## src/acs_pkg.sv

```systemverilog
// ----------------------------------------------------------------------------
// acs_pkg
// Shared types and constants for the affinity chunk scheduler.
// ----------------------------------------------------------------------------
`default_nettype none
package acs_pkg;

  // Configuration register indexes
  localparam logic [1:0] CFG_TOTAL_ITER  = 2'd0;
  localparam logic [1:0] CFG_WORKER_CNT  = 2'd1;
  localparam logic [1:0] CFG_CHUNK_FLOOR = 2'd2;

  // Configuration reset values
  localparam logic [15:0] TOTAL_ITER_RST  = 16'd1024;
  localparam logic [3:0]  WORKER_CNT_RST  = 4'd1;
  localparam logic [15:0] CHUNK_FLOOR_RST = 16'd1;

  // Item kinds
  localparam logic KIND_START   = 1'b0;
  localparam logic KIND_REQUEST = 1'b1;

  typedef struct packed {
    logic       kind;
    logic [2:0] worker;
  } acs_in_t;

  typedef struct packed {
    logic        granted;
    logic [15:0] chunk_start;
    logic [15:0] chunk_end;
    logic [15:0] chunk_size;
    logic        stolen;
    logic [2:0]  source_worker;
  } acs_out_t;

  // Commands from controller to datapath
  typedef struct packed {
    logic cap;        // capture accepted word
    logic div_part;   // start partition divide
    logic take_q;     // capture quotient and remainder of partition divide
    logic fill;       // write one range entry
    logic rd;         // read range entry at current index
    logic lat;        // take read data, start chunk divide
    logic chunk_ld;   // load clamped chunk size
    logic own_take;   // take own chunk as the grant
    logic scan_init;  // begin steal scan
    logic scan_cmp;   // compare chunk against best, advance index
    logic wr;         // commit grant and update range
    logic res_clr;    // set no-grant result
  } acs_cmd_t;

  // Status from datapath to controller
  typedef struct packed {
    logic kind;
    logic worker_bad;
    logic rem_zero;
    logic div_done;
    logic chunk_zero;
    logic best_pos;
    logic idx_last;
  } acs_sts_t;

endpackage
`default_nettype wire

```

## src/affinity_chunk_scheduler_top.sv

```systemverilog
// Throughput: one word at a time; the next word is taken once the result is
//   in the output register. Reset clears all ranges to empty and config to
//   defaults; no clearing pass is needed.
// ----------------------------------------------------------------------------
// affinity_chunk_scheduler_top
// Affinity loop scheduler: partitions iterations and hands out chunks.
// ----------------------------------------------------------------------------
`default_nettype none
module affinity_chunk_scheduler_top #(
  parameter int MAX_WORKERS = 8,
  parameter int ITER_BITS   = 16
) (
  input  wire logic              clk,
  input  wire logic              rst_n,
  input  wire logic              in_valid,
  output logic                   in_stall,
  input  wire acs_pkg::acs_in_t  in_data,
  output logic                   out_valid,
  input  wire logic              out_stall,
  output acs_pkg::acs_out_t      out_data,
  input  wire logic              cfg_valid,
  output logic                   cfg_ready,
  input  wire logic [1:0]        cfg_index,
  input  wire logic [15:0]       cfg_data
);

  logic [15:0]       total_r;
  logic [3:0]        wcnt_r;
  logic [15:0]       minc_r;
  logic [3:0]        p;
  logic              out_valid_r, out_free, out_load;
  acs_pkg::acs_out_t out_r, res;
  acs_pkg::acs_cmd_t cmd;
  acs_pkg::acs_sts_t sts;

  assign cfg_ready = 1'b1;

  // Configuration registers
  always_ff @(posedge clk) begin
    if (!rst_n) begin
      total_r <= acs_pkg::TOTAL_ITER_RST;
      wcnt_r  <= acs_pkg::WORKER_CNT_RST;
      minc_r  <= acs_pkg::CHUNK_FLOOR_RST;
    end else if (cfg_valid) begin
      if (cfg_index == acs_pkg::CFG_TOTAL_ITER) begin
        total_r <= cfg_data;
      end
      if (cfg_index == acs_pkg::CFG_WORKER_CNT) begin
        wcnt_r <= cfg_data[3:0];
      end
      if (cfg_index == acs_pkg::CFG_CHUNK_FLOOR) begin
        minc_r <= cfg_data;
      end
    end
  end

  // Active worker count, clamped to 1..MAX_WORKERS
  always_comb begin
    if (wcnt_r == 4'd0) begin
      p = 4'd1;
    end else if ({3'b000, wcnt_r} > 7'(MAX_WORKERS)) begin
      p = 4'(MAX_WORKERS);
    end else begin
      p = wcnt_r;
    end
  end

  acs_ctrl u_ctrl (
    .clk      (clk),
    .rst_n    (rst_n),
    .in_valid (in_valid),
    .in_stall (in_stall),
    .out_free (out_free),
    .out_load (out_load),
    .sts      (sts),
    .cmd      (cmd)
  );

  acs_dp #(.MAX_WORKERS(MAX_WORKERS), .ITER_BITS(ITER_BITS)) u_dp (
    .clk         (clk),
    .rst_n       (rst_n),
    .in_data     (in_data),
    .cmd         (cmd),
    .p           (p),
    .total_iter  (total_r),
    .chunk_floor (minc_r),
    .sts         (sts),
    .res         (res)
  );

  // Output register
  assign out_free = !out_valid_r || !out_stall;

  always_ff @(posedge clk) begin
    if (!rst_n) begin
      out_valid_r <= 1'b0;
    end else if (out_load) begin
      out_valid_r <= 1'b1;
    end else if (!out_stall) begin
      out_valid_r <= 1'b0;
    end
    if (out_load) begin
      out_r <= res;
    end
  end

  assign out_valid = out_valid_r;
  assign out_data  = out_r;

endmodule
`default_nettype wire

```

## src/acs_ram.sv

```systemverilog
// ----------------------------------------------------------------------------
// acs_ram
// Generic simple dual-port RAM, one write port, one registered read port.
// ----------------------------------------------------------------------------
`default_nettype none
module acs_ram #(
  parameter int WIDTH = 32,
  parameter int DEPTH = 8
) (
  input  wire logic                                   clk,
  input  wire logic                                   we,
  input  wire logic [(DEPTH > 1 ? $clog2(DEPTH) : 1)-1:0] waddr,
  input  wire logic [WIDTH-1:0]                       wdata,
  input  wire logic                                   re,
  input  wire logic [(DEPTH > 1 ? $clog2(DEPTH) : 1)-1:0] raddr,
  output logic      [WIDTH-1:0]                       rdata
);

  logic [WIDTH-1:0] mem_r [DEPTH];

  // Write and registered read
  always_ff @(posedge clk) begin
    if (we) begin
      mem_r[waddr] <= wdata;
    end
    if (re) begin
      rdata <= mem_r[raddr];
    end
  end

endmodule
`default_nettype wire

```

## src/acs_div.sv

```systemverilog
// ----------------------------------------------------------------------------
// acs_div
// Restoring divider, one quotient bit per cycle, by a 4-bit divisor.
// ----------------------------------------------------------------------------
`default_nettype none
module acs_div #(
  parameter int DW = 17
) (
  input  wire logic          clk,
  input  wire logic          rst_n,
  input  wire logic          start,
  input  wire logic [DW-1:0] dividend,
  input  wire logic [3:0]    divisor,
  output logic               done,
  output logic [DW-1:0]      quot,
  output logic [3:0]         remd
);

  localparam int CW = $clog2(DW + 1);

  logic          busy_r, busy_nxt;
  logic          done_r, done_nxt;
  logic [CW-1:0] cnt_r, cnt_nxt;
  logic [DW-1:0] quo_r, quo_nxt;
  logic [3:0]    rem_r, rem_nxt;
  logic [3:0]    dsr_r, dsr_nxt;
  logic [4:0]    trial;

  // One shift-subtract step per cycle
  always_comb begin
    busy_nxt = busy_r;
    done_nxt = 1'b0;
    cnt_nxt  = cnt_r;
    quo_nxt  = quo_r;
    rem_nxt  = rem_r;
    dsr_nxt  = dsr_r;
    trial    = {rem_r, quo_r[DW-1]};
    if (start) begin
      busy_nxt = 1'b1;
      cnt_nxt  = CW'(DW);
      quo_nxt  = dividend;
      rem_nxt  = 4'd0;
      dsr_nxt  = divisor;
    end else if (busy_r) begin
      if (trial >= {1'b0, dsr_r}) begin
        rem_nxt = 4'(trial - {1'b0, dsr_r});
        quo_nxt = {quo_r[DW-2:0], 1'b1};
      end else begin
        rem_nxt = trial[3:0];
        quo_nxt = {quo_r[DW-2:0], 1'b0};
      end
      cnt_nxt = cnt_r - CW'(1);
      if (cnt_r == CW'(1)) begin
        busy_nxt = 1'b0;
        done_nxt = 1'b1;
      end
    end
  end

  always_ff @(posedge clk) begin
    if (!rst_n) begin
      busy_r <= 1'b0;
      done_r <= 1'b0;
      cnt_r  <= '0;
    end else begin
      busy_r <= busy_nxt;
      done_r <= done_nxt;
      cnt_r  <= cnt_nxt;
    end
    quo_r <= quo_nxt;
    rem_r <= rem_nxt;
    dsr_r <= dsr_nxt;
  end

  assign done = done_r;
  assign quot = quo_r;
  assign remd = rem_r;

endmodule
`default_nettype wire

```

## src/acs_dp.sv

```systemverilog
// ----------------------------------------------------------------------------
// acs_dp
// Scheduler datapath: range store, divider, chunk sizing and grant result.
// ----------------------------------------------------------------------------
`default_nettype none
module acs_dp #(
  parameter int MAX_WORKERS = 8,
  parameter int ITER_BITS   = 16
) (
  input  wire logic             clk,
  input  wire logic             rst_n,
  input  wire acs_pkg::acs_in_t in_data,
  input  wire acs_pkg::acs_cmd_t cmd,
  input  wire logic [3:0]       p,
  input  wire logic [15:0]      total_iter,
  input  wire logic [15:0]      chunk_floor,
  output acs_pkg::acs_sts_t     sts,
  output acs_pkg::acs_out_t     res
);

  localparam int IB = ITER_BITS;
  localparam int DW = IB + 1;
  localparam int AW = (MAX_WORKERS > 1) ? $clog2(MAX_WORKERS) : 1;
  localparam int XW = (IB + 1 > 16) ? IB + 1 : 16;

  logic [2:0]              worker_r;
  logic [AW-1:0]           idx_r;
  logic [IB-1:0]           rem_r, chunk_r, best_r, bnext_r, blim_r;
  logic [AW-1:0]           src_r;
  logic                    scan_r;
  logic [IB-1:0]           q_r, lo_r;
  logic [3:0]              r_r;
  logic [MAX_WORKERS-1:0]  valid_r;
  logic                    vld_rd_r;
  acs_pkg::acs_out_t       res_r;

  logic                    ram_we;
  logic [AW-1:0]           ram_waddr;
  logic [2*IB-1:0]         ram_wdata, ram_rdata;
  logic [IB-1:0]           rd_next, rd_lim, rem_c, hi_c, end_c;
  logic                    in_p, below_r;
  logic                    div_go, div_done;
  logic [DW-1:0]           div_dvd, div_q;
  logic [3:0]              div_r;
  logic [XW-1:0]           sz_a, sz_b;

  acs_ram #(.WIDTH(2 * IB), .DEPTH(MAX_WORKERS)) u_ram (
    .clk   (clk),
    .we    (ram_we),
    .waddr (ram_waddr),
    .wdata (ram_wdata),
    .re    (cmd.rd),
    .raddr (idx_r),
    .rdata (ram_rdata)
  );

  acs_div #(.DW(DW)) u_div (
    .clk      (clk),
    .rst_n    (rst_n),
    .start    (div_go),
    .dividend (div_dvd),
    .divisor  (p),
    .done     (div_done),
    .quot     (div_q),
    .remd     (div_r)
  );

  // Read data of an entry never written reads as an empty range
  assign rd_next = vld_rd_r ? ram_rdata[2*IB-1:IB] : '0;
  assign rd_lim  = vld_rd_r ? ram_rdata[IB-1:0] : '0;
  assign rem_c   = (rd_next < rd_lim) ? rd_lim - rd_next : '0;

  // Divider operand select
  assign div_go  = cmd.div_part | (cmd.lat & (rem_c != '0));
  assign div_dvd = cmd.div_part ? DW'(IB'(total_iter))
                                : DW'(rem_c) + DW'(p) - DW'(1);

  // Clamp quotient to the chunk floor and to what remains
  always_comb begin
    sz_a = XW'(div_q);
    if (sz_a < XW'(chunk_floor)) begin
      sz_a = XW'(chunk_floor);
    end
    sz_b = (sz_a > XW'(rem_r)) ? XW'(rem_r) : sz_a;
  end

  // Partition entry for the fill sweep
  assign in_p    = 7'(idx_r) < 7'(p);
  assign below_r = 7'(idx_r) < 7'(r_r);
  assign hi_c    = lo_r + q_r + IB'(below_r);
  assign end_c   = bnext_r + best_r;

  // Range store write port
  always_comb begin
    ram_we    = cmd.fill | cmd.wr;
    ram_waddr = cmd.fill ? idx_r : src_r;
    if (cmd.fill) begin
      ram_wdata = in_p ? {lo_r, hi_c} : '0;
    end else begin
      ram_wdata = {end_c, blim_r};
    end
  end

  // Valid bits
  always_ff @(posedge clk) begin
    if (!rst_n) begin
      valid_r <= '0;
    end else if (ram_we) begin
      valid_r[ram_waddr] <= 1'b1;
    end
  end

  // Working registers
  always_ff @(posedge clk) begin
    if (cmd.cap) begin
      worker_r <= in_data.worker;
      idx_r    <= AW'(in_data.worker);
      scan_r   <= 1'b0;
    end
    if (cmd.take_q) begin
      q_r   <= IB'(div_q);
      r_r   <= div_r;
      idx_r <= '0;
      lo_r  <= '0;
    end
    if (cmd.fill) begin
      lo_r  <= hi_c;
      idx_r <= idx_r + AW'(1);
    end
    if (cmd.rd) begin
      vld_rd_r <= valid_r[idx_r];
    end
    if (cmd.lat) begin
      bnext_r <= bnext_r;
      rem_r   <= rem_c;
      if (rem_c == '0) begin
        chunk_r <= '0;
      end
    end
    if (cmd.lat) begin
      lo_r <= rd_next;
      q_r  <= rd_lim;
    end
    if (cmd.chunk_ld) begin
      chunk_r <= IB'(sz_b);
    end
    if (cmd.own_take) begin
      best_r  <= chunk_r;
      src_r   <= idx_r;
      bnext_r <= lo_r;
      blim_r  <= q_r;
    end
    if (cmd.scan_init) begin
      best_r <= '0;
      idx_r  <= '0;
      scan_r <= 1'b1;
    end
    if (cmd.scan_cmp) begin
      if (chunk_r > best_r) begin
        best_r  <= chunk_r;
        src_r   <= idx_r;
        bnext_r <= lo_r;
        blim_r  <= q_r;
      end
      idx_r <= idx_r + AW'(1);
    end
  end

  // Result word
  always_ff @(posedge clk) begin
    if (cmd.res_clr) begin
      res_r <= '0;
    end else if (cmd.wr) begin
      res_r.granted       <= 1'b1;
      res_r.chunk_start   <= 16'(bnext_r);
      res_r.chunk_end     <= 16'(end_c);
      res_r.chunk_size    <= 16'(best_r);
      res_r.stolen        <= scan_r && (7'(src_r) != 7'(worker_r));
      res_r.source_worker <= 3'(src_r);
    end
  end

  assign res = res_r;

  // Status
  assign sts.kind       = in_data.kind;
  assign sts.worker_bad = 7'(in_data.worker) >= 7'(p);
  assign sts.rem_zero   = (rem_c == '0);
  assign sts.div_done   = div_done;
  assign sts.chunk_zero = (chunk_r == '0);
  assign sts.best_pos   = (best_r != '0) || (chunk_r != '0);
  assign sts.idx_last   = (idx_r == AW'(MAX_WORKERS - 1));

endmodule
`default_nettype wire

```

## src/acs_ctrl.sv

```systemverilog
// ----------------------------------------------------------------------------
// acs_ctrl
// Scheduler controller: sequences partition, own-range grant and steal scan.
// ----------------------------------------------------------------------------
`default_nettype none
module acs_ctrl (
  input  wire logic              clk,
  input  wire logic              rst_n,
  input  wire logic              in_valid,
  output logic                   in_stall,
  input  wire logic              out_free,
  output logic                   out_load,
  input  wire acs_pkg::acs_sts_t sts,
  output acs_pkg::acs_cmd_t      cmd
);

  typedef enum logic [8:0] {
    S_IDLE = 9'b000000001,
    S_QDIV = 9'b000000010,
    S_FILL = 9'b000000100,
    S_RD   = 9'b000001000,
    S_LAT  = 9'b000010000,
    S_DIV  = 9'b000100000,
    S_CMP  = 9'b001000000,
    S_WR   = 9'b010000000,
    S_DONE = 9'b100000000
  } state_t;

  state_t state_r, state_nxt;
  logic   scan_r, scan_nxt;

  assign in_stall = (state_r != S_IDLE);

  // Next state and commands
  always_comb begin
    state_nxt = state_r;
    scan_nxt  = scan_r;
    cmd       = '0;
    out_load  = 1'b0;
    unique case (state_r)
      S_IDLE: begin
        if (in_valid) begin
          cmd.cap  = 1'b1;
          scan_nxt = 1'b0;
          if (sts.kind == acs_pkg::KIND_START) begin
            cmd.div_part = 1'b1;
            state_nxt    = S_QDIV;
          end else if (sts.worker_bad) begin
            cmd.res_clr = 1'b1;
            state_nxt   = S_DONE;
          end else begin
            state_nxt = S_RD;
          end
        end
      end
      S_QDIV: begin
        if (sts.div_done) begin
          cmd.take_q = 1'b1;
          state_nxt  = S_FILL;
        end
      end
      S_FILL: begin
        cmd.fill = 1'b1;
        if (sts.idx_last) begin
          cmd.res_clr = 1'b1;
          state_nxt   = S_DONE;
        end
      end
      S_RD: begin
        cmd.rd    = 1'b1;
        state_nxt = S_LAT;
      end
      S_LAT: begin
        cmd.lat   = 1'b1;
        state_nxt = sts.rem_zero ? S_CMP : S_DIV;
      end
      S_DIV: begin
        if (sts.div_done) begin
          cmd.chunk_ld = 1'b1;
          state_nxt    = S_CMP;
        end
      end
      S_CMP: begin
        if (!scan_r) begin
          if (!sts.chunk_zero) begin
            cmd.own_take = 1'b1;
            state_nxt    = S_WR;
          end else begin
            cmd.scan_init = 1'b1;
            scan_nxt      = 1'b1;
            state_nxt     = S_RD;
          end
        end else begin
          cmd.scan_cmp = 1'b1;
          if (!sts.idx_last) begin
            state_nxt = S_RD;
          end else if (sts.best_pos) begin
            state_nxt = S_WR;
          end else begin
            cmd.res_clr = 1'b1;
            state_nxt   = S_DONE;
          end
        end
      end
      S_WR: begin
        cmd.wr    = 1'b1;
        state_nxt = S_DONE;
      end
      S_DONE: begin
        if (out_free) begin
          out_load  = 1'b1;
          state_nxt = S_IDLE;
        end
      end
      default: begin
        state_nxt = S_IDLE;
      end
    endcase
  end

  always_ff @(posedge clk) begin
    if (!rst_n) begin
      state_r <= S_IDLE;
      scan_r  <= 1'b0;
    end else begin
      state_r <= state_nxt;
      scan_r  <= scan_nxt;
    end
  end

endmodule
`default_nettype wire

```

## config.mk

```make
export PLATFORM = sky130hd
export DESIGN_NAME = affinity_chunk_scheduler_top
export DESIGN_NICKNAME = d
export VERILOG_FILES = /design/src/acs_pkg.sv /design/src/affinity_chunk_scheduler_top.sv /design/src/acs_ram.sv /design/src/acs_div.sv /design/src/acs_dp.sv /design/src/acs_ctrl.sv
export SDC_FILE = /design/constraint.sdc
export NUM_CORES = 1
export LEC_CHECK = 0
export BUFFER_PORTS_ARGS = -buffer_cell sky130_fd_sc_hd__buf_2
export CORE_ASPECT_RATIO = 0.7
export CORE_MARGIN = 2
export CORE_UTILIZATION = 40
export CTS_BUF_LIST = sky130_fd_sc_hd__clkbuf_4 sky130_fd_sc_hd__clkbuf_8 sky130_fd_sc_hd__clkbuf_16
export CTS_CLUSTER_DIAMETER = 50
export DETAILED_ROUTE_END_ITERATION = 8
export PLACE_DENSITY_LB_ADDON = 0.1
export SYNTH_ARGS = -nofsm -noshare
export SYNTH_HDL_FRONTEND = slang
export SYNTH_SLANG_ARGS = --single-unit
```

## constraint.sdc

```tcl
create_clock -name clk -period 9 [get_ports clk]
set_input_delay 0.45 -clock clk [delete_from_list [all_inputs] [get_ports clk]]
set_output_delay 0.45 -clock clk [all_outputs]
set_load 0.02 [all_outputs]
```

== Word level (Yosys, flattened, before mapping) ==
Memory sizes are Yosys's and may differ from the RTL's. A register that Yosys moved wholly into a read port is not among the register bits.
Cells that the tools add are included.
Storage, ports and cells
  flip-flop bits (word level): 320
  RAM bits: 256
  output and inout port bits: 56
  logic and storage cells: 212
  memories: 1
Memory list
  u_dp.u_ram.mem_r: depth 8, bits a word 32, rd ports 1, clocked after Yosys merged registers in 1, write ports 1, line acs_ram.sv:19  | logic [WIDTH-1:0] mem_r [DEPTH];
Operators by class
  $add $sub $neg: 9
  $lt $le $gt $ge: 12
  equal/unequal tests: 21
  muxes and demuxes: 96
  bitwise gates (word level): 6
  reductions and logical operators: 28
Operators with widths (number)
  16-bit 2-to-1 mux: 22
  9-bit 2-to-1 mux: 10
  9-bit one-hot mux with 9 select lines: 1
  17-bit 2-to-1 mux: 4
  32-bit 2-to-1 mux: 2
  16-bit nonzero test: 3
  1-bit 2-to-1 mux: 33
  16-bit adder: 2
  16-bit logical NOT: 2
  3-bit 2-to-1 mux: 10
  16-bit by 4-bit adder with 17-bit output: 1
  17-bit by 16-bit greater-than comparator with 1-bit output: 1
  17-bit by 16-bit < comparator with 1-bit output: 1
  17-bit by 1-bit subtractor with 17-bit output, second input constant: 1
  16-bit by 1-bit adder with 16-bit output: 1
  16-bit greater-than comparator: 1
  16-bit < comparator: 1
  16-bit subtractor: 1
  4-bit 2-to-1 mux: 3
  5-bit 2-to-1 mux: 2
  2-bit AND reduction: 5
  2-bit nonzero test: 5
  9-bit by 1-bit == test with 1-bit output, second input constant: 1
  9-bit by 2-bit == test with 1-bit output, second input constant: 1
  45 further kinds: 58

== Logic depth before layout (Yosys ltp) ==
Gate-level depths: netlist of the first run.
  depth in word-level cells: 8
  gate-level depth with buffers: 25

== By module ==
From an unflattened synthesis of the first run, not the netlist that was laid out.
Unflattened totals
  cells, all modules: 2195
  area, all modules: 28602.4 µm²
Modules (own cells, without submodules)
  acs_dp: times used 1, cells each 1364, area an instance 12478.2 µm²
  acs_ram: times used 1, cells each 415, area an instance 10786.6 µm²
  affinity_chunk_scheduler_top: times used 1, cells each 204, area an instance 3072.9 µm²
  acs_div: times used 1, cells each 111, area an instance 1466.4 µm²
  acs_ctrl: times used 1, cells each 101, area an instance 798.3 µm²

== Worst setup path after synthesis of the first run ==
No wires, ideal clock.
  path kind: flip-flop to flip-flop
  start point: register u_dp.vld_rd_r
  end point: register u_dp.u_div.quo_r[15] (netlist: u_dp.u_div.quot[15]) (data pin)
  setup time: 267 ps
  data arrival time: 4761 ps
  required time: 8733 ps
  path slack: 3972 ps
  cell stages (with the launch flop): 24
  clock period less this slack: 5028 ps
  cells stage by stage: edfxtp_1 buf_2 clkbuf_1 clkbuf_1 nand2_1 ha_1 and4b_1 a2111oi_0 o21bai_1 o211ai_1 a21o_2 or2_2 ha_1 inv_1 ha_1 nor2b_1 o21ai_0 a21oi_1 o41ai_1 o31ai_1 o41ai_1 a31oi_1 o211ai_1 o211ai_1
Between the ends
  longest elaborated chain between the ends: 7
  elaborated cells on any way between the ends: 12
Ends and longest elaborated chain
  start, declared: line acs_dp.sv:34  | logic vld_rd_r;
  start signal, assigned: line acs_dp.sv:131  | vld_rd_r <= valid_r[idx_r];
  16-bit 2-to-1 mux, on equally long branches: line acs_dp.sv:70, acs_dp.sv:69
  16-bit subtractor / 16-bit < comparator (equally long branches): line acs_dp.sv:71  | assign rem_c = (rd_next < rd_lim) ? rd_lim - rd_next : '0;
  16-bit 2-to-1 mux (*): line acs_dp.sv:71
  16-bit by 4-bit adder with 17-bit output / 16-bit nonzero test (equally long branches): line acs_dp.sv:76, acs_dp.sv:74
  17-bit by 1-bit subtractor with 17-bit output / 1-bit AND (equally long branches): line acs_dp.sv:76, acs_dp.sv:74
  17-bit 2-to-1 mux / 1-bit OR (equally long branches): line acs_dp.sv:75, acs_dp.sv:74
  17-bit 2-to-1 mux (*): line acs_div.sv:38  | if (start) begin
  named net u_dp.u_div.quo_nxt[15]: line acs_div.sv:24  | logic [DW-1:0] quo_r, quo_nxt;
  end signal, assigned: line acs_div.sv:70  | quo_r <= quo_nxt;
  end, declared: line acs_div.sv:24
Mark *: on every way through the listed nets, which the timed path passes. The rest lies on a longest branch.
A chain may end at the register's enable or synchronous reset.

== Final worst setup path of the first run ==
Ends and elaborated chain as after synthesis.

==> results of run 1 <==
==> layout make-up <==
cell class / instances / area [sq um] / area share [%]
Sequential cell: 608 / 16500 / 52.3
Multi-Input combinational cell: 1462 / 10800 / 34.2
Clock buffer: 79 / 1720 / 5.44
Tap cell: 913 / 1140 / 3.61
Timing Repair Buffer: 118 / 683 / 2.16
Inverter: 128 / 480 / 1.52
Clock inverter: 35 / 259 / 0.818
==> report_power, final <==
| group | switching, mW | internal (mW) | total (mW) |
|---|---|---|---|
| sequential | 0.0447 | 3.02 | 3.06 |
| combinational | 0.257 | 0.175 | 0.432 |
| clock | 1.11 | 1.41 | 2.52 |
==> final timing paths <==
path	endpoint	slack, ps	depth (start not counted)
worst max-delay path	u_dp.u_div.quot[15]	3130	22
worst min-delay path	wcnt_r[0]	70	3
worst max register to register	u_dp.u_div.quot[15]	3130	22
worst min register to register	out_data[50]	430	0
==> layer usage <==
| metal | track usage [%] | routed length [um] | up-vias |
|---|---|---|---|
| met5 | 0 | 0 | - |
| met4 | 4.45 | 1230 | 0 |
| met3 | 5.00 | 5530 | 86 |
| met2 | 30.2 | 31500 | 498 |
| met1 | 33.3 | 39400 | 9058 |
| li1 | - | - | 8572 |
==> stage by stage <==
stage	instances	util [%]	hold WS, ps
6_report	3343	45.3	68.8
5_1_grt	3343	45.3	48.6
4_1_cts	3343	45.3	22.6
3_5_place_dp	3229	42.5	418
3_3_place_gp	3229	42.5	414
2_1_floorplan	2300	-	408
==> cells in the final DEF, fill, tap and decap left out, types with 63 or more instances in the layout <==
cell type and n:
sky130_fd_sc_hd__ha_1 130, sky130_fd_sc_hd__mux4_2 66, sky130_fd_sc_hd__clkbuf_16 63, sky130_fd_sc_hd__buf_2 81
sky130_fd_sc_hd__edfxtp_1 437, sky130_fd_sc_hd__nand2_1 375, sky130_fd_sc_hd__inv_1 125, sky130_fd_sc_hd__a21oi_1 117
sky130_fd_sc_hd__dfxtp_1 171, sky130_fd_sc_hd__o21ai_0 97, sky130_fd_sc_hd__nor2_1 69
==> worst register-to-register path, stage by stage (launching register included) <==
cell and delay [ps]:
sky130_fd_sc_hd__edfxtp_1 350, sky130_fd_sc_hd__buf_4 250, sky130_fd_sc_hd__and2_1 260, sky130_fd_sc_hd__ha_1 240
sky130_fd_sc_hd__fa_1 490, sky130_fd_sc_hd__nand2b_1 100, sky130_fd_sc_hd__o21ai_0 70, sky130_fd_sc_hd__o21bai_1 250
sky130_fd_sc_hd__o211ai_1 150, sky130_fd_sc_hd__a21o_2 250, sky130_fd_sc_hd__or2_2 300, sky130_fd_sc_hd__ha_1 290
sky130_fd_sc_hd__inv_1 40, sky130_fd_sc_hd__ha_1 330, sky130_fd_sc_hd__nor2b_1 150, sky130_fd_sc_hd__o21ai_0 230
sky130_fd_sc_hd__a21oi_1 140, sky130_fd_sc_hd__o41ai_1 520, sky130_fd_sc_hd__o31ai_1 210, sky130_fd_sc_hd__o41ai_1 570
sky130_fd_sc_hd__a31oi_1 180, sky130_fd_sc_hd__o211ai_1 130, sky130_fd_sc_hd__o211ai_1 110
==> registers in the layout, summed over array words and instances (netlist names), 17 cells and up <==
signal            cells
out_data             53
u_dp.res             53
u_dp.u_ram.mem_r    256
u_dp.u_ram.rdata     32
u_dp.u_div.quot      17
==> kinds of logic (layout without fill, tap and decap cells) <==
family	after synthesis	in the layout	synth area share, %
AOI/OAI and AO/OA	424	424	9.66
and+or+nand+nor	687	687	11.3
xor gates and xnor gates	66	66	2.05
adders and majority gates	136	136	6.19
buffers and inverters	230	360	3.28
DFF	608	608	58.7
other	1	1	0.0133
muxes	148	148	8.82
==> summary by stage, run 1 <==
Clock tree
The buffer depth of the longest clock path is 3. The H-tree generated during clock tree synthesis spans 2 levels. Buffers added to address setup during post-CTS repair amount to 0. After clock tree synthesis, the repair step resized 0 gates. Clock tree synthesis found a total of between 600 and 700 sinks.

The number of hold buffers added after CTS was 0. The cell chosen for the clock root is sky130_fd_sc_hd__clkbuf_16. The clock-pin slew on the worst setup and hold paths is approximately 60 ps.

Counting the buffers created by CTS gives 60. The TritonCTS clock tree is yes. The clock reaches the later pin of the worst-skew pair after approximately 640 ps.

Floorplan
After floorplanning, the core was sized to cover 0.0698 sq mm. The total I/O pin count is between 80 and 90. The height of the die is 226 um. The area of the die is around 0.073 sq mm. The number of placement rows is between 80 and 90. For this configuration, the core starts out at a cell density of 40.4%.

The width of the die is between 300 and 400 um.

Pwr
Summed over all cells, the static leakage comes to roughly 12 nW. The maximum vdd ir drop is 0.000139 V. The total power divided by cell area is 190 mW/mm^2.

Summing internal, switching and leakage power gives between 6 and 7 mW.

Placement
In this run the cell area measured after placement is between 0.02 and 0.03 sq mm. The congestion estimate from routability-driven global placement came to just under 0.9. During placement, the flow inserted port buffers numbering between 80 and 90. The HPWL after detailed placement is roughly 53000 um. OpenSTA, run right after detailed placement, puts the worst setup slack at 3270 ps.

Routing
The first detailed-routing pass ran for 5 iterations. The number of vias per cell after detailed routing is roughly 5.4. The remaining routing DRC violations is 0.

The number of routed nets with antenna violations is 0. The total wirelength of the detailed-routed design is 77600 um. The number of DRC violations after detailed-routing iteration 0 is between 1000 and 1500. The via total after detailed routing is between 15000 and 20000.

In the final routed layout, each cell accounts on average for about 23 um.

Synth
The number of instances in the synthesized netlist is between 2000 and 2500. The top cell type by area accounts for between 40% and 50% of the synthesized area. The distinct cell type count of the synthesized netlist is 80. The cell taking the most area after synthesis is sky130_fd_sc_hd__edfxtp_1.

Counting flops and latches in the post-synthesis netlist gives ~600. The dominant synthesized flop cell is sky130_fd_sc_hd__edfxtp_1. When the netlist entered floorplanning its net count stood at 2463. Yosys printed 0 warnings.

The sequential area share after synthesis is between 50 and 60%. The synthesized netlist occupies a cell area of approximately 0.028 sq mm. Sorting the synthesized cells by how often they occur yields sky130_fd_sc_hd__edfxtp_1 (437), sky130_fd_sc_hd__nand2_1 (375), sky130_fd_sc_hd__dfxtp_1 (171). The average instance area after synthesis is approximately 12 sq um. By area the synthesized netlist is led by sky130_fd_sc_hd__edfxtp_1 (47%), sky130_fd_sc_hd__dfxtp_1 (12%), sky130_fd_sc_hd__ha_1 (5.8%). Of all flip-flops after synthesis, the portion carrying an async set or reset was 0%.

The synthesized design contains roughly 440 enable-type register cells. Among all cell types in the netlist, the one instantiated most often is sky130_fd_sc_hd__edfxtp_1.

Critical path
In this design, the stage delay of the slowest critical-path cell is around 570 ps. The origin of the critical flop-to-flop path is u_dp.vld_rd_r. Traced cell by cell, the critical path runs through buf_4 -> and2_1 -> ha_1 -> fa_1 -> nand2b_1 -> o21ai_0 -> o21bai_1 -> o211ai_1 -> a21o_2 -> or2_2 -> ha_1 -> inv_1 -> ha_1 -> nor2b_1 -> o21ai_0 -> a21oi_1 -> o41ai_1 -> o31ai_1 -> o41ai_1 -> a31oi_1 -> o211ai_1 -> o211ai_1.

The worst setup path is launched from a register. The cell type group with the largest total delay on the critical path is compound AO/OA/AOI/OAI gates. STA classifies the critical path endpoint as a register. The critical path is of the reg2reg type. Data on the critical path arrives at its endpoint at ~6300 ps.

The critical-path maximum fanout is 36. The count of buffering cells on the critical path with inverters included is 2. The required time at the worst-slack endpoint is about 9400 ps. The slowest stage of the critical path belongs to the cell sky130_fd_sc_hd__o41ai_1. The timing startpoint of the critical path is u_dp.vld_rd_r.

Timing
The number of hold violations in the final report came to 0. At the pin with the least slew margin, the transition time is around 1200 ps. The maximum clock rate is between 0.15 and 0.2 GHz. Between clock sinks in the finished design, the worst skew comes to around 14 ps.

In the post-route analysis, the smallest setup slack over all paths is approximately 3100 ps. Setup repair after global routing left no endpoint under its margin. Adding up every negative setup slack in the final design gives 0 ps.

The final-report max-slew violation count is 0. The final count of negative-setup-slack endpoints is 0. The final cycle utilization of the critical path is between 60% and 70%. The shortest period the worst path allows is between 5000 and 6000 ps. Measured against its own limit, the worst slew margin works out to 18.5%.

Global routing
The number of global-route vias before repair is around 17000. Across every metal layer, demand over resource in global routing totals a little over a fifth. The total overflow left after global routing is 0. The wire length of the first global-routing pass is roughly 120000 um. The initial antenna violation count is 0. Entering global routing, the biggest net connects 73 pins.

Cells and area
0 antenna diodes ended up in the layout. Of the cells placed in the final design, the portion with a size suffix greater than 1 is 15.5%. After the last flow step, the layout net total stands at between 2000 and 3000. The final design area excluding fillers is around 0.032 sq mm.

Relative to the synthesized area, the layout overhead comes to 12.2%. The final-layout fill cell count is approximately 6300.

Run
The tool flagged a number of max-cap violations equal to 0.

Hold path
In this run the most critical hold path is launched from cfg_data[0]. The class of the worst hold path is in2reg.

Run status
The flow ran to the end, and the final reports show no timing, DRC or antenna violations.
No activity file was read; power rests on OpenSTA's default activity.
==> run 2, diff against run 1 <==
==> constraint.sdc (replaced) <==
create_clock -name clk -period 5.6 [get_ports clk]
set_input_delay 0.28 -clock clk [delete_from_list [all_inputs] [get_ports clk]]
set_output_delay 0.28 -clock clk [all_outputs]
set_load 0.02 [all_outputs]
==> run 2 against run 1 <==
Net effect: flip-flop and latch count stayed put; global-route usage is 0.21 points higher; cell area is 1.6% higher; non-clock buffer count is 24 higher; critical endpoint is now u_dp.u_div.quot[14]; maximum frequency is 12% higher; worst hold slack better by 12 ps; wire length is 0.25% higher; setup slack worse by 2800 ps.
==> summary by stage, run 2 (same netlist as run 1, synthesis figures left out) <==
Timing
The final worst-path setup slack came to 344 ps (was 3130 ps). The shortest period the worst path allows is 5260 ps (was 5870 ps). The setup skew after layout is 22.5 ps (was 14.4 ps). The final-report max-slew violation count is 0 (unchanged). The slew at the pin with the worst max-slew slack was 1210 ps (about the same). The worst-case headroom to the max-slew limit is 18.4% (was 18.5%). The total negative slack was 0 ps (unchanged). The final cycle utilization of the critical path came to 93.9% (was 65.3%). The final count of negative-setup-slack endpoints is 0 (unchanged). RSZ-0062 raised after global routing: no (unchanged). The maximum clock rate was 0.190 GHz (was 0.170 GHz). The number of hold violations in the final report is 0 (unchanged).

Cells and area
The area added between synthesis and finish was 14.1% (was 12.2%). The count of nets after finishing is 2571 (was 2541). Commonest non-fill, non-tap cells in the layout: sky130_fd_sc_hd__edfxtp_1 (437), sky130_fd_sc_hd__nand2_1 (375), sky130_fd_sc_hd__dfxtp_1 (171), sky130_fd_sc_hd__ha_1 (130), sky130_fd_sc_hd__inv_1 (125) (unchanged). The fraction of the core area covered by cells at the end of the flow came to 46.1% (was 45.3%).

The final-layout fill cell count is 6307 (was 6318). The most frequent standard cell in the layout excluding fill and tap cells is sky130_fd_sc_hd__edfxtp_1 (unchanged). The flip-flop count of the largest register after layout is 256 (unchanged). The register name with the most flops is u_dp.u_ram.mem_r (unchanged).

The layout cell share with drive strength beyond 1 came to 15.9% (was 15.5%).

Critical path
The number of cells traversed by the worst register-to-register path is 21 (was 22). The endpoint class of the critical path is a register (unchanged). The required time at the worst-slack endpoint is 5950 ps (was 9370 ps). The critical path arrival is 5600 ps (was 6250 ps).

The origin of the critical flop-to-flop path is u_dp.vld_rd_r (unchanged). The slack of the worst reg-to-reg path is 340 ps (was 3130 ps). The category of the most critical setup path is reg2reg (unchanged). The critical register-to-register path endpoint is u_dp.u_div.quot[14] (was u_dp.u_div.quot[15]). The kind of start point of the critical path is a register (unchanged). The critical-path maximum fanout is 33 (was 36).

Clock tree
The clock-pin slew on the worst setup and hold paths is 60 ps (about the same). The cell chosen for the clock root is sky130_fd_sc_hd__clkbuf_16 (unchanged). The number of CTS-inserted buffers is 66 (was 60).

The number of setup buffers added after CTS is 0 (unchanged). The buffer depth of the longest clock path came to 3 (unchanged). The clock latency on the worst-skew pair was 620 ps (was 640 ps). The H-tree depth reported by CTS is 3 (was 2). The TritonCTS clock tree is yes (unchanged). The number of clock sinks is 608 (unchanged).

Global routing
The most crowded layer after global routing is met1 (unchanged). The wire length of the first global-routing pass is 116000 um (was 115000 um). The global-route usage over all layers is 21.6% (was 21.4%). The total global routing overflow is 0 (unchanged). The global routing met3 resource utilization is 4.13% (was 5.00%). The global routing usage on met2 is 30.3% (was 30.2%). The number of global-route vias before repair came to 17659 (was 17477). The maximum number of pins on one net before global-route repair is 73 (unchanged). The met1 demand-to-capacity share in global routing came to 34.1% (was 33.3%). The initial antenna violation count is 2 (was 0).

Run status
Run status: completed (unchanged).

Pwr
The maximum vdd ir drop is 0.000191 V (was 0.000139 V). The leakage component of the power was 12.3 nW (was 12.0 nW). The post-layout total power is 10.1 mW (was 6.01 mW).

The total power divided by cell area is 315 mW/mm^2 (was 190 mW/mm^2).

Run
The number of max-cap violations was 0 (unchanged).

Hold path
The launch instance of the worst min-delay path is in_data[3] (was cfg_data[0]). The class of the worst hold path is in2reg (unchanged). The number of cells on the worst hold path was 4 (was 3). The worst min-delay path endpoint is u_ctrl.state_r[1] (was wcnt_r[0]).

Routing
The routed wirelength normalized by instance count is 23.1 um (was 23.2 um). The number of routed nets with antenna violations is 0 (unchanged). The via total after detailed routing was 18348 (was 18214). The remaining routing DRC violations is 0 (unchanged). The number of DRC violations after detailed-routing iteration 0 is 1646 (was 1403). The number of vias per cell after detailed routing is 5.43 (was 5.45). The first-pass detailed-route iteration total is 5 (unchanged).

The total wirelength of the detailed-routed design is 77800 um (was 77600 um).

Placement
The number of buffers inserted by port buffering was 81 (unchanged). The setup slack after placement came to 365 ps (was 3270 ps). The final weighted congestion in routability-driven placement is 0.868 (was 0.871).

The total half-perimeter wirelength after legalization and detailed placement is 54400 um (was 53400 um).

Floorplan
The number of placement rows was 81 (unchanged). The height of the die was 226 um (unchanged). The total I/O pin count came to 83 (unchanged). The placeable core area came to 0.0698 sq mm (unchanged). The area of the die came to 0.0727 sq mm (unchanged). The initial cell density of the core was 40.4% (unchanged). The width of the die is 321 um (unchanged).
[run 2: cell types whose count changed in the layout (fill, tap and decap cells not counted), sizes merged]
cell / previous run / this run
bufinv: 2 / 5
clkinv: 23 / 20
dlygate4sd3: 0 / 20
clkbuf: 79 / 86
buf: 118 / 122
inv: 131 / 137
diode: 0 / 2
clkinvlp: 7 / 1
[run 2: through the flow]
stage | instance area [sq um] | instances | hold slack, ps
floorplan | 28200 | 2300 | 379
global placement | 29700 | 3233 | 410
detailed placement | 29700 | 3233 | 415
CTS | 32200 | 3374 | 43.0
global route | 32200 | 3374 | 75.3
finish | 32200 | 3376 | 81.1
[run 2: worst max path at each step]
stage	start	endpoint	depth (start not counted)
2_1_floorplan	u_dp.vld_rd_r	u_dp.u_div.quot[15]	23
3_3_place_gp	u_dp.vld_rd_r	u_dp.u_div.quot[15]	23
3_5_place_dp	u_dp.vld_rd_r	u_dp.u_div.quot[15]	23
4_1_cts	u_dp.vld_rd_r	u_dp.u_div.quot[15]	23
5_1_grt	u_dp.vld_rd_r	u_dp.u_div.quot[15]	23
6_report	u_dp.vld_rd_r	u_dp.u_div.quot[14]	21
[run 2: worst max-delay path, cell delays in order (launching register included)]
cell	delay, ps
sky130_fd_sc_hd__edfxtp_1	460
sky130_fd_sc_hd__buf_12	200
sky130_fd_sc_hd__and2_1	160
sky130_fd_sc_hd__ha_1	470
sky130_fd_sc_hd__a211o_1	210
sky130_fd_sc_hd__o2111ai_1	110
sky130_fd_sc_hd__a21oi_1	180
sky130_fd_sc_hd__o211ai_1	130
sky130_fd_sc_hd__a21o_2	240
sky130_fd_sc_hd__or2_2	290
sky130_fd_sc_hd__ha_1	330
sky130_fd_sc_hd__inv_1	50
sky130_fd_sc_hd__ha_1	300
sky130_fd_sc_hd__a211oi_1	250
sky130_fd_sc_hd__o21ai_0	200
sky130_fd_sc_hd__a31oi_1	470
sky130_fd_sc_hd__o211ai_1	250
sky130_fd_sc_hd__a31oi_1	210
sky130_fd_sc_hd__o21bai_1	90
sky130_fd_sc_hd__xor2_1	140
sky130_fd_sc_hd__mux2i_1	130
sky130_fd_sc_hd__a21oi_1	80
[run 2: cell type report]
cell class / instances / area, sq um / area share (%)
antenna: 2 / 5.00 / 0.0156
clock buffer: 86 / 1880 / 5.86
clock inverter: 35 / 358 / 1.11
inverter: 128 / 480 / 1.49
multi-input combinational: 1462 / 10800 / 33.7
sequential: 608 / 16500 / 51.4
tap: 913 / 1140 / 3.55
timing repair buffer: 142 / 926 / 2.88
[run 2: per-layer routing]
metal / wire length (um) / up-vias
met5: 0 / -
met4: 1560 / 0
met3: 4610 / 104
met2: 31500 / 489
met1: 40100 / 9113
li1: - / 8642
[run 2: where the power goes]
group | switching [mW] | leakage (nW) | total (mW) | internal, mW
logic | 0.417 | 5.72 | 0.710 | 0.293
clock network | 1.87 | 1.12 | 4.51 | 2.64
registers | 0.0698 | 5.45 | 4.92 | 4.85
total | 2.36 | 12.3 | 10.1 | 7.78
[run 2: repair_timing]
| item | CTS | global route |
|---|---|---|
| hold buffers | 20 | 0 |
| gates resized for setup | 0 | 3 |
| endpoints found under the setup margin | 0 | 4 |
| endpoints found under the hold margin | 40 | 0 |
==> run 3, diff against run 2 <==
==> constraint.sdc (replaced) <==
create_clock -name clk -period 5.6 [get_ports clk]
set_input_delay 1.12 -clock clk [delete_from_list [all_inputs] [get_ports clk]]
set_output_delay 1.12 -clock clk [all_outputs]
set_load 0.02 [all_outputs]
==> run 3 against run 2 <==
Net effect: wire length grew 0.48%; clock power shrank 6.4%; maximum frequency grew 0.91%; global-route usage shrank 0.050 points; setup slack gained 48 ps; first-iteration DRC count grew 3.5%; critical path type unchanged; largest cell class unchanged; largest power group unchanged.
==> summary by stage, run 3 (same netlist as run 1, synthesis figures left out) <==
Routing
The number of routed nets with antenna violations is 0 (unchanged). The number of vias per cell after detailed routing was 5.45 (was 5.43). The first-pass detailed-route iteration total came to 5 (unchanged). The via total after detailed routing is 18260 (was 18348). The number of DRC violations after detailed-routing iteration 0 was 1703 (was 1646). The total wirelength of the detailed-routed design is 78200 um (was 77800 um). The remaining routing DRC violations came to 0 (unchanged).

The routed wirelength normalized by instance count is 23.3 um (was 23.1 um).

Timing
The final cycle utilization of the critical path is 93.0% (was 93.9%). The worst-case headroom to the max-slew limit is 18.8% (was 18.4%). The final-report max-slew violation count is 0 (unchanged). RSZ-0062 raised after global routing: no (unchanged). The maximum clock rate is 0.192 GHz (was 0.190 GHz). The total negative slack came to 0 ps (unchanged). The setup skew after layout is 23.3 ps (was 22.5 ps). The number of hold violations in the final report is 0 (unchanged). The final count of negative-setup-slack endpoints is 0 (unchanged). The shortest period the worst path allows was 5210 ps (was 5260 ps). The slew at the pin with the worst max-slew slack is 1200 ps (was 1210 ps).

Cells and area
The post-route non-filler standard cell count was 3349 (was 3376). The count of nets after finishing is 2546 (was 2571). The register name with the most flops is u_dp.u_ram.mem_r (unchanged). The most frequent standard cell in the layout excluding fill and tap cells is sky130_fd_sc_hd__edfxtp_1 (unchanged). The final-layout fill cell count is 6409 (was 6307). Commonest non-fill, non-tap cells in the layout: sky130_fd_sc_hd__edfxtp_1 (437), sky130_fd_sc_hd__nand2_1 (375), sky130_fd_sc_hd__dfxtp_1 (171), sky130_fd_sc_hd__ha_1 (129), sky130_fd_sc_hd__inv_1 (125) (was sky130_fd_sc_hd__edfxtp_1 (437), sky130_fd_sc_hd__nand2_1 (375), sky130_fd_sc_hd__dfxtp_1 (171), sky130_fd_sc_hd__ha_1 (130), sky130_fd_sc_hd__inv_1 (125)).

The antenna diode count is 0 (was 2). The area added between synthesis and finish came to 12.8% (was 14.1%). The flip-flop count of the largest register after layout is 256 (unchanged). The layout cell share with drive strength beyond 1 is 16.1% (was 15.9%).

Clock tree
The buffer depth of the longest clock path is 3 (unchanged). The number of CTS-inserted buffers is 61 (was 66). The H-tree depth reported by CTS is 2 (was 3). The clock-pin slew on the worst setup and hold paths is 70 ps (was 60 ps). The number of hold buffers added after cts is 0 (was 20). The TritonCTS clock tree is yes (unchanged). The number of clock sinks is 608 (unchanged). The clock latency on the worst-skew pair was 660 ps (was 620 ps). The cell chosen for the clock root is sky130_fd_sc_hd__clkbuf_16 (unchanged).

Floorplan
The placeable core area came to 0.0698 sq mm (unchanged). The area of the die came to 0.0727 sq mm (unchanged). The initial cell density of the core is 40.4% (unchanged). The width of the die came to 321 um (unchanged). The number of placement rows was 81 (unchanged). The total I/O pin count was 83 (unchanged).

The height of the die is 226 um (unchanged).

Critical path
The required time at the worst-slack endpoint is 5990 ps (was 5950 ps). The endpoint class of the critical path is a register (unchanged). The origin of the critical flop-to-flop path is u_dp.vld_rd_r (unchanged). The kind of start point of the critical path is a register (unchanged). The category of the most critical setup path is reg2reg (unchanged). The critical path arrival came to 5600 ps (about the same).

The timing startpoint of the critical path was u_dp.vld_rd_r (unchanged). The critical-path maximum fanout is 5 (was 33).

Pwr
The total power divided by cell area is 309 mW/mm^2 (was 315 mW/mm^2). The maximum vdd ir drop was 0.000239 V (was 0.000191 V). The leakage component of the power is 12.1 nW (was 12.3 nW).

Global routing
The number of global-route vias before repair is 17661 (was 17659). The total global routing overflow is 0 (unchanged). The global-route usage over all layers was 21.6% (about the same). The maximum number of pins on one net before global-route repair is 73 (unchanged). The initial antenna violation count came to 1 (was 2). The wire length of the first global-routing pass came to 117000 um (was 116000 um).

Run status
Run status: completed (unchanged).

Run
The number of max-cap violations is 0 (unchanged).

Hold path
The class of the worst hold path is reg2reg (was in2reg). The launch instance of the worst min-delay path is u_dp.res[7] (was in_data[3]).

Placement
The total half-perimeter wirelength after legalization and detailed placement was 54400 um (about the same). The final weighted congestion in routability-driven placement is 0.868 (about the same). The number of instances in the placed design was 3233 (unchanged). The number of buffers inserted by port buffering was 81 (unchanged).
[run 3: worst max-delay path, cell delays in order, from the launching register on]
cell and delay, ps:
sky130_fd_sc_hd__edfxtp_1 470, sky130_fd_sc_hd__and2_1 210, sky130_fd_sc_hd__ha_1 240, sky130_fd_sc_hd__fa_1 480
sky130_fd_sc_hd__nand2b_1 90, sky130_fd_sc_hd__o21ai_0 100, sky130_fd_sc_hd__o21bai_2 200, sky130_fd_sc_hd__o211ai_1 130
sky130_fd_sc_hd__a21o_2 250, sky130_fd_sc_hd__or2_2 300, sky130_fd_sc_hd__ha_1 280, sky130_fd_sc_hd__inv_1 40
sky130_fd_sc_hd__ha_1 330, sky130_fd_sc_hd__nor2b_1 150, sky130_fd_sc_hd__o21ai_0 210, sky130_fd_sc_hd__a21oi_1 130
sky130_fd_sc_hd__o41ai_1 320, sky130_fd_sc_hd__buf_4 200, sky130_fd_sc_hd__o31ai_1 90, sky130_fd_sc_hd__o41ai_1 270
sky130_fd_sc_hd__buf_4 180, sky130_fd_sc_hd__a31oi_1 80, sky130_fd_sc_hd__o211ai_1 110, sky130_fd_sc_hd__o211ai_1 110
[run 3: final timing paths]
kind,to,slack (ps),cells past startpoint
max,u_dp.u_div.quot[15],390,23
min,out_data[7],430,0
max reg2reg,u_dp.u_div.quot[15],390,23
min reg2reg,out_data[7],430,0
[run 3: area by class of cell]
type / instances / area, sq um / share of cell area (%)
multi-input cells: 1462 / 10800 / 34.1
flip-flops and latches: 608 / 16500 / 52.0
clock buffers: 76 / 1690 / 5.33
inverters: 128 / 480 / 1.51
repair buffers: 122 / 726 / 2.28
clock inverters: 40 / 384 / 1.21
well taps: 913 / 1140 / 3.59
[run 3: power breakdown]
part	total [mW]	switching (mW)	internal, mW
combinational	0.702	0.418	0.284
sequential	4.92	0.0699	4.85
clock	4.22	1.83	2.39
[run 3: metal layers]
layer	global-route usage, %	vias up	part of all wire [%]
li1	-	8584	-
met1	34.6	9118	52
met2	30.7	484	41
met3	2.99	74	5.6
met4	4.45	0	1.6
met5	0	-	0
[run 3: repair_timing]
item                       4_1_cts  5_1_grt
setup endpoints to repair        0        4
setup buffers                    0        0
gates resized for setup          0        5
[run 3: stage by stage]
stage	cell area, sq um	util [%]	hold WS [ps]	worst slack (ps)	power [mW]
after floorplan	28200	-	408	572	5.48
after global placement	29700	42.6	411	407	5.71
after detailed placement	29700	42.6	414	326	5.72
after CTS	31800	45.5	430	309	9.95
after global routing	31800	45.6	436	29.8	10.2
final	31800	45.6	429	392	9.84
